**src/sv/ip_allowlist_matcher_unit_defines.svh**
```systemverilog
// Assertion macros shared by the matcher RTL.
`ifndef IP_ALLOWLIST_MATCHER_UNIT_DEFINES_SVH
`define IP_ALLOWLIST_MATCHER_UNIT_DEFINES_SVH

// Same-cycle implication, checked on every rising clock edge out of reset.
`define IPAL_ASSERT_SAME(label, ante, cons) \
    label: assert property (@(posedge clk) disable iff (!rst_n) (ante) |-> (cons)) \
        else $error("ipal check failed");

// Next-cycle implication, checked on every rising clock edge out of reset.
`define IPAL_ASSERT_NEXT(label, ante, cons) \
    label: assert property (@(posedge clk) disable iff (!rst_n) (ante) |=> (cons)) \
        else $error("ipal check failed");

`endif

```
**src/sv/ipal_ram.sv**
```systemverilog
module ipal_ram #(
    parameter int WIDTH = 128,
    parameter int DEPTH = 16
) (
    input  logic                                    clk,
    input  logic                                    we,
    input  logic [((DEPTH > 1) ? $clog2(DEPTH) : 1)-1:0] waddr,
    input  logic [WIDTH-1:0]                        wdata,
    input  logic [((DEPTH > 1) ? $clog2(DEPTH) : 1)-1:0] raddr,
    output logic [WIDTH-1:0]                        rdata
);

    logic [WIDTH-1:0] mem [DEPTH];

    always_ff @(posedge clk)
    begin
        if (we)
        begin
            mem[waddr] <= wdata;
        end
    end

    always_ff @(posedge clk)
    begin
        rdata <= mem[raddr];
    end

endmodule

```
**config.mk**
```make
export PLATFORM = sky130hd
export DESIGN_NAME = ipal_ram
export DESIGN_NICKNAME = d
export VERILOG_FILES = /design/src/sv/ip_allowlist_matcher_unit_defines.svh /design/src/sv/ipal_ram.sv
export SDC_FILE = /design/constraint.sdc
export NUM_CORES = 1
export LEC_CHECK = 0
export BUFFER_PORTS_ARGS = -buffer_cell sky130_fd_sc_hd__buf_4
export CAP_MARGIN = 20
export CORE_MARGIN = 10
export CORE_UTILIZATION = 45
export CTS_BUF_LIST = sky130_fd_sc_hd__clkbuf_16
export CTS_CLUSTER_DIAMETER = 30
export DETAILED_ROUTE_END_ITERATION = 7
export GPL_TIMING_DRIVEN = 0
export HOLD_SLACK_MARGIN = 0.1
export PLACE_DENSITY = 0.6
export SLEW_MARGIN = 40
export SYNTH_ARGS = -nofsm -noshare
export SYNTH_HDL_FRONTEND = slang
export SYNTH_SLANG_ARGS = --single-unit
```
**constraint.sdc**
```tcl
create_clock -name clk -period 18.26 [get_ports clk]
set_input_delay 1.826 -clock clk [delete_from_list [all_inputs] [get_ports clk]]
set_output_delay 1.826 -clock clk [all_outputs]
set_load 0.02 [all_outputs]
```
==> qor.txt, run 1 <==
Outcome - complete, no violations
Buf/Inv on CP - 8
Critical Path Sink - mem[8][18]
Total track usage - 21.4%
Final Hold Fails - 0
Crit Path Max Fanout - 6
Critical path launch point - waddr[2]
DR WL/cell - 29.4 um
WP depth - 10
Core Footprint - 176000 sq um
Die W - 440 um
Vias - 39800
IO Pins - 266
Cell mode on critical path - buf_4
Rows - 154
WS Path Type - in2reg
Post-CTS setup buffer count - 0
Synthesized cell area - 79400 sq um
Critical path required time - 18.88 ns
Normalized max-slew margin - 40.0%
Yosys cell types - 25
Grt total ovfl - 0
CTS tree - done
Largest stage delay on the critical path - 0.56 ns
TritonCTS Buffers - 436
CP top delay family - buffers and inverters
Pwr Density - 137 nW/um^2
RSZ-0062 raised after global routing - false
RR Endpoint - rdata[9]
Cell Area, Placed - 88300 sq um
Maximum clock insertion buffer count - 4
FF-to-FF setup slack - 16.72 ns
Startpoint type of the worst setup path - primary input
Initial drt markers - 4284
Compound-Gate Fraction of Synth Area - 2.59%
Die H - 440 um
Maximum clock rate - 266 MHz
Leakage - 35.2 nW
FF+latch count, synth - 2176
Worst path slowest cell - nor3_2
HPWL after detailed placement - 135000 um
Mux share of post-synthesis cell area - 14.7%
Reg-to-reg startpoint - mem[7][9]
Setup Viol. Count Final - 0
Max-cap violations - 0
Synth Area in XOR/XNOR - 0%
Worst Setup End Kind - register
Syn nets - 3495
Min cycle time layout - 3.76 ns
Inst Count DP - 6227
Vias in the first global route - 42000
Drt drc - 0
Simple-Gate Fraction of Synth Area - 0.967%
Largest family of logic cells by synthesized area - multiplexers
Crit path DAT - 4.38 ns
Hold Crit Class - reg2reg
Synthesized area per cell - 23.7 sq um
Largest net degree at the start of global routing - 17
Period utilization - 20.6%
Starting Density - 45.2%
Design area - 103000 sq um
Layout area overhead - 29.8%
GPL Wtd Cong - 0.723
CP cell instances - buf_4 -> nand3b_1 -> nor3_2 -> buf_2 -> buf_6 -> buf_2 -> buf_2 -> buf_4 -> buf_4 -> buf_4
Non-Filler Instances - 7044
Overall power - 0.0141 W
Max-slew violations - 0
Ys Warns - 0
Clock-pin slew on the worst setup and hold paths - 0.05 ns
Post-cts resize count - 0
# hold bufs at CTS - 0
Via density per instance - 5.65
Insertion delay to the later sink of the worst-skew pair - 0.95 ns
Number of cells produced by synthesis - 3357
Seq/Total Area, Yosys - 80.6%
First-pass GRT wire length - 299000 um
Reg2reg path depth - 3
Synth Area in Adders - 0%
Layout cell share with drive strength beyond 1 - 40.7%
Layout Nets - 4464
Maximum vdd drop - 0.102 mV
Clk sink count - 2176
H-tree depth - 5
Routed Antenna Nets - 0
Slew @ Worst Pin - 0.900 ns
Initial antenna violation count - 34
Port-buffer cells - 263
DR pass1 iterations - 5
Routed wire length - 207000 um
Clk root buf - clkbuf_16
Area of the die - 194000 sq um
Clock skew - 0.0654 ns
[layer usage]
layer / vias up / part of all wire [%] / global-route usage, %
met5: - / 0.038 / 0
met2: 1736 / 49 / 34.0
li1: 16500 / - / -
met3: 383 / 7.6 / 4.63
met1: 21200 / 40 / 29.1
met4: 12 / 3.2 / 8.02
[layout by cell type, fill, tap and decap left out, types with 2 or more instances in the layout]
| master | netlist | routed |
|---|---|---|
| inv_6 | 0 | 20 |
| o21ai_0 | 17 | 17 |
| nor3_2 | 0 | 4 |
| a22oi_1 | 215 | 215 |
| and2_1 | 3 | 3 |
| buf_2 | 86 | 132 |
| diode_2 | 0 | 15 |
| nor2b_1 | 29 | 29 |
| buf_16 | 0 | 68 |
| buf_6 | 6 | 10 |
| buf_4 | 12 | 349 |
| nor2_1 | 15 | 2 |
| nand2_1 | 95 | 95 |
| o221ai_1 | 23 | 23 |
| buf_1 | 7 | 7 |
| nand2b_1 | 16 | 16 |
| mux4_2 | 477 | 477 |
| clkbuf_2 | 0 | 24 |
| clkinv_1 | 0 | 67 |
| bufinv_16 | 0 | 68 |
| edfxtp_1 | 2048 | 2048 |
| inv_8 | 0 | 2 |
| a221oi_1 | 12 | 12 |
| clkinv_8 | 0 | 5 |
| clkinv_2 | 0 | 71 |
| clkbuf_1 | 65 | 41 |
| buf_8 | 0 | 76 |
| clkinv_4 | 0 | 28 |
| inv_1 | 0 | 46 |
| o22a_1 | 6 | 6 |
| mux2i_1 | 24 | 24 |
| nand3b_1 | 2 | 2 |
| nor2_4 | 0 | 13 |
| clkinvlp_4 | 0 | 53 |
| clkbuf_16 | 0 | 440 |
| dfxtp_1 | 128 | 128 |
| mux2_2 | 64 | 64 |
[cells by family after synthesis]
kind of cell           Yosys count
multiplexers                   565
buffers and inverters          176
AO/OA/AOI/OAI                  273
AND/OR/NAND/NOR                167
flip-flops                    2176
[worst min-delay path: stages (launching register included)]
cell and delay (ns):
edfxtp_1 0.31, mux4_2 0.22, a22oi_1 0.06, nand2_1 0.06
[state kept, by name (all words and copies together) (netlist names)]
| signal | count |
|---|---|
| mem | 2048 |
| rdata | 128 |
[per-stage QoR]
stage          setup slack [ns]  hold WS, ns  utilization (%)  TNS [ns]
5_1_grt                   14.45        0.672             58.6         0
6_report                  14.50        0.625             58.6         0
2_1_floorplan              6.51        0.635                -         0
3_3_place_gp              -6.33        0.656             47.9  -2841.36
4_1_cts                   14.56        0.634             58.6         0
3_5_place_dp              13.57        0.656             50.2         0
[cells in the mapped netlist]
master	n	area (sq um)
a22oi_1	215	1610
buf_2	86	430
buf_4	12	90.1
buf_1	7	26.3
mux4_2	477	10700
buf_6	6	67.6
edfxtp_1	2048	61500
nand2_1	95	357
mux2i_1	24	240
dfxtp_1	128	2560
o22a_1	6	52.6
o21ai_0	17	85.1
nand2b_1	16	100
clkbuf_1	65	244
a221oi_1	12	105
o221ai_1	23	201
nor2b_1	29	181
and2_1	3	18.8
nand3_1	1	5.00
nor2_1	15	56.3
nor3_1	4	20.0
or2_2	1	6.26
mux2_2	64	721
or3b_2	1	8.76
nand3b_1	2	15.0
[power breakdown]
group | total [W] | switching [W] | internal (W)
clock | 0.00787 | 0.00256 | 0.00532
sequential | 0.00564 | 0.0000417 | 0.00560
combinational | 0.000613 | 0.000363 | 0.000250
total | 0.0141 | 0.00296 | 0.0112
[how the worst min path moves through the flow]
| stage | start | to | slack, ns | cells past startpoint |
|---|---|---|---|---|
| detailed placement | mem[14][97] | rdata[97] | 0.66 | 3 |
| floorplan | mem[14][0] | rdata[0] | 0.63 | 3 |
| global route | mem[6][36] | rdata[36] | 0.67 | 3 |
| CTS | mem[6][36] | rdata[36] | 0.63 | 3 |
| finish | mem[6][36] | rdata[36] | 0.62 | 3 |
| global placement | mem[14][127] | rdata[127] | 0.66 | 3 |
[layout make-up]
cell class	instances	area [sq um]
Multi-Input combinational cell	1005	14600
Clock buffer	440	11000
Tap cell	2340	2930
Timing Repair Buffer	531	5820
Antenna cell	15	37.5
Buffer	176	888
Fill cell	12500	72800
Clock inverter	361	3760
Sequential cell	2176	64100
Power figures use the tool's default switching activity.
==> run 2: changes to the inputs <==
- PLACE_DENSITY: 0.6 -> 0.62
- clock period: 18.26 -> 3.3 ns (I/O delays scaled with it)
==> qor.txt, run 2 (synthesis results as in run 1) <==
RR Endpoint - rdata[4]
Routed Antenna Nets - 0 (unchanged)
Routed wire length - 209000 um (+0.73%)
Reg2reg path depth - 3 (unchanged)
Outcome - complete, no violations
FF-to-FF setup slack - 1.75 ns (-14.97 ns)
Vias in the first global route - 42300 (+0.81%)
Die W - 440 um (unchanged)
Design area - 105000 sq um (+1.5%)
Initial drt markers - 4189 (-2.2%)
WS Path Type - in2reg
Grt total ovfl - 0 (unchanged)
Final Hold Fails - 0 (unchanged)
Clock skew - 0.0630 ns (-0.00239 ns)
Initial antenna violation count - 24 (-29%)
Clock-pin slew on the worst setup and hold paths - 0.05 ns (about the same)
Max reg flops - 2048 (unchanged)
Max-slew violations - 0 (unchanged)
Core Footprint - 176000 sq um (unchanged)
RSZ-0062 raised after global routing - false
GPL Wtd Cong - 0.720 (-0.37%)
Setup Viol. Count Final - 0 (unchanged)
Maximum vdd drop - 0.490 mV (+380%)
Port-buffer cells - 263 (unchanged)
Largest net degree at the start of global routing - 17 (unchanged)
Die H - 440 um (unchanged)
Normalized max-slew margin - 43.2% (+3.2 points)
Starting Density - 45.2% (unchanged)
Leakage - 35.7 nW (+1.3%)
Crit path DAT - 3.77 ns (-0.61 ns)
Insertion delay to the later sink of the worst-skew pair - 0.96 ns (about the same)
Rows - 154 (unchanged)
Area of the die - 194000 sq um (unchanged)
HPWL after detailed placement - 135000 um (+0.48%)
Clk sink count - 2176 (unchanged)
Reg-to-reg startpoint - mem[5][4]
Setup TNS - 0 ns (unchanged)
Total track usage - 21.4% (+0.061 points)
Clk root buf - clkbuf_16
Cell Area, Placed - 88400 sq um (about the same)
DR pass1 iterations - 5 (unchanged)
Most frequent cells in the layout - edfxtp_1 (2048), mux4_2 (477), clkbuf_16 (442), buf_4 (281), a22oi_1 (215)
Post-cts resize count - 0 (unchanged)
Worst Hold Path EP - rdata[113]
Final WS setup - 0.151 ns (-14.35 ns)
Hold_sp - raddr[3]
Worst Setup End Kind - register
H-tree depth - 5 (unchanged)
WHS Path Cells - 4 (+1)
CTS tree - done
Overall power - 0.0789 W (+460%)
Maximum clock rate - 318 MHz
Crit Path Max Fanout - 9 (+3)
Max-cap violations - 0 (unchanged)
Period utilization - 95.4%
Final core utilization - 59.5% (+0.89 points)
Min cycle time layout - 3.15 ns
Vias - 40200 (+0.98%)
Pwr Density - 753 nW/um^2 (+450%)
Leading cell type in the layout, fill and taps excluded - edfxtp_1
TritonCTS Buffers - 435 (-0.23%)
IO Pins - 266 (unchanged)
First-pass GRT wire length - 301000 um (+0.48%)
Critical path required time - 3.92 ns (-14.96 ns)
Layout cell share with drive strength beyond 1 - 39.1% (-1.6 points)
Layout Nets - 4549 (+1.9%)
Drt drc - 0 (unchanged)
Biggest regs - mem: 2048 flops, rdata: 128 flops
Startpoint type of the worst setup path - primary input
Post-CTS setup buffer count - 0 (unchanged)
Via density per instance - 5.65 (about the same)
Top reg by flops - mem
# hold bufs at CTS - 137 (+137)
DR WL/cell - 29.3 um (-0.30%)
Hold Crit Class - in2reg
Layout area overhead - 31.8%
Dpl ws - 0.327 ns (-13.25 ns)
Slew @ Worst Pin - 0.852 ns (-0.0480 ns)
Maximum clock insertion buffer count - 4 (unchanged)
-- run 2: how the worst max path moves through the flow --
| stage | start | to | slack [ns] | cells after the start |
|---|---|---|---|---|
| 6_report | waddr[2] | mem[0][123] | 0.15 | 11 |
| 5_1_grt | waddr[2] | mem[0][123] | 0.12 | 11 |
| 4_1_cts | waddr[2] | mem[0][123] | 0.19 | 11 |
| 3_5_place_dp | waddr[3] | mem[7][122] | 0.33 | 10 |
| 3_3_place_gp | waddr[2] | mem[3][123] | -6.15 | 3 |
| 2_1_floorplan | waddr[2] | mem[1][0] | -1.24 | 2 |
-- run 2: critical path, cell delays in order --
cell and delay (ns):
dlygate4sd3_1 0.53, buf_4 0.15, or3b_4 0.45, dlygate4sd3_1 0.62
nor3_4 0.47, buf_6 0.23, buf_6 0.16, buf_6 0.17
buf_4 0.24, buf_6 0.20, buf_6 0.18
-- run 2: metrics by stage --
stage	hold slack, ns	cells
detailed placement	0.628	6177
global route	0.185	7112
CTS	0.113	7111
global placement	0.622	5960
finish	0.177	7117
floorplan	0.429	3357
-- run 2: cell type report --
type	instances	area, sq um
multi-input combinational	1005	14700
antenna	6	15.0
sequential	2176	64100
clock buffer	442	11100
clock inverter	355	3900
buffer	176	886
tap	2340	2930
fill	12200	71200
timing repair buffer	617	7180
-- run 2: power breakdown --
part	switching (W)	internal, W
clock	0.0142	0.0299
sequential	0.000244	0.0310
combinational	0.00207	0.00150
-- run 2: routing by layer --
metal / vias up / GRT usage (%) / wire length, um
li1: 16700 / - / -
met1: 21400 / 27.8 / 80700
met2: 1760 / 36.1 / 106000
met3: 370 / 4.36 / 14700
met4: 14 / 7.47 / 6880
met5: - / 0 / 76
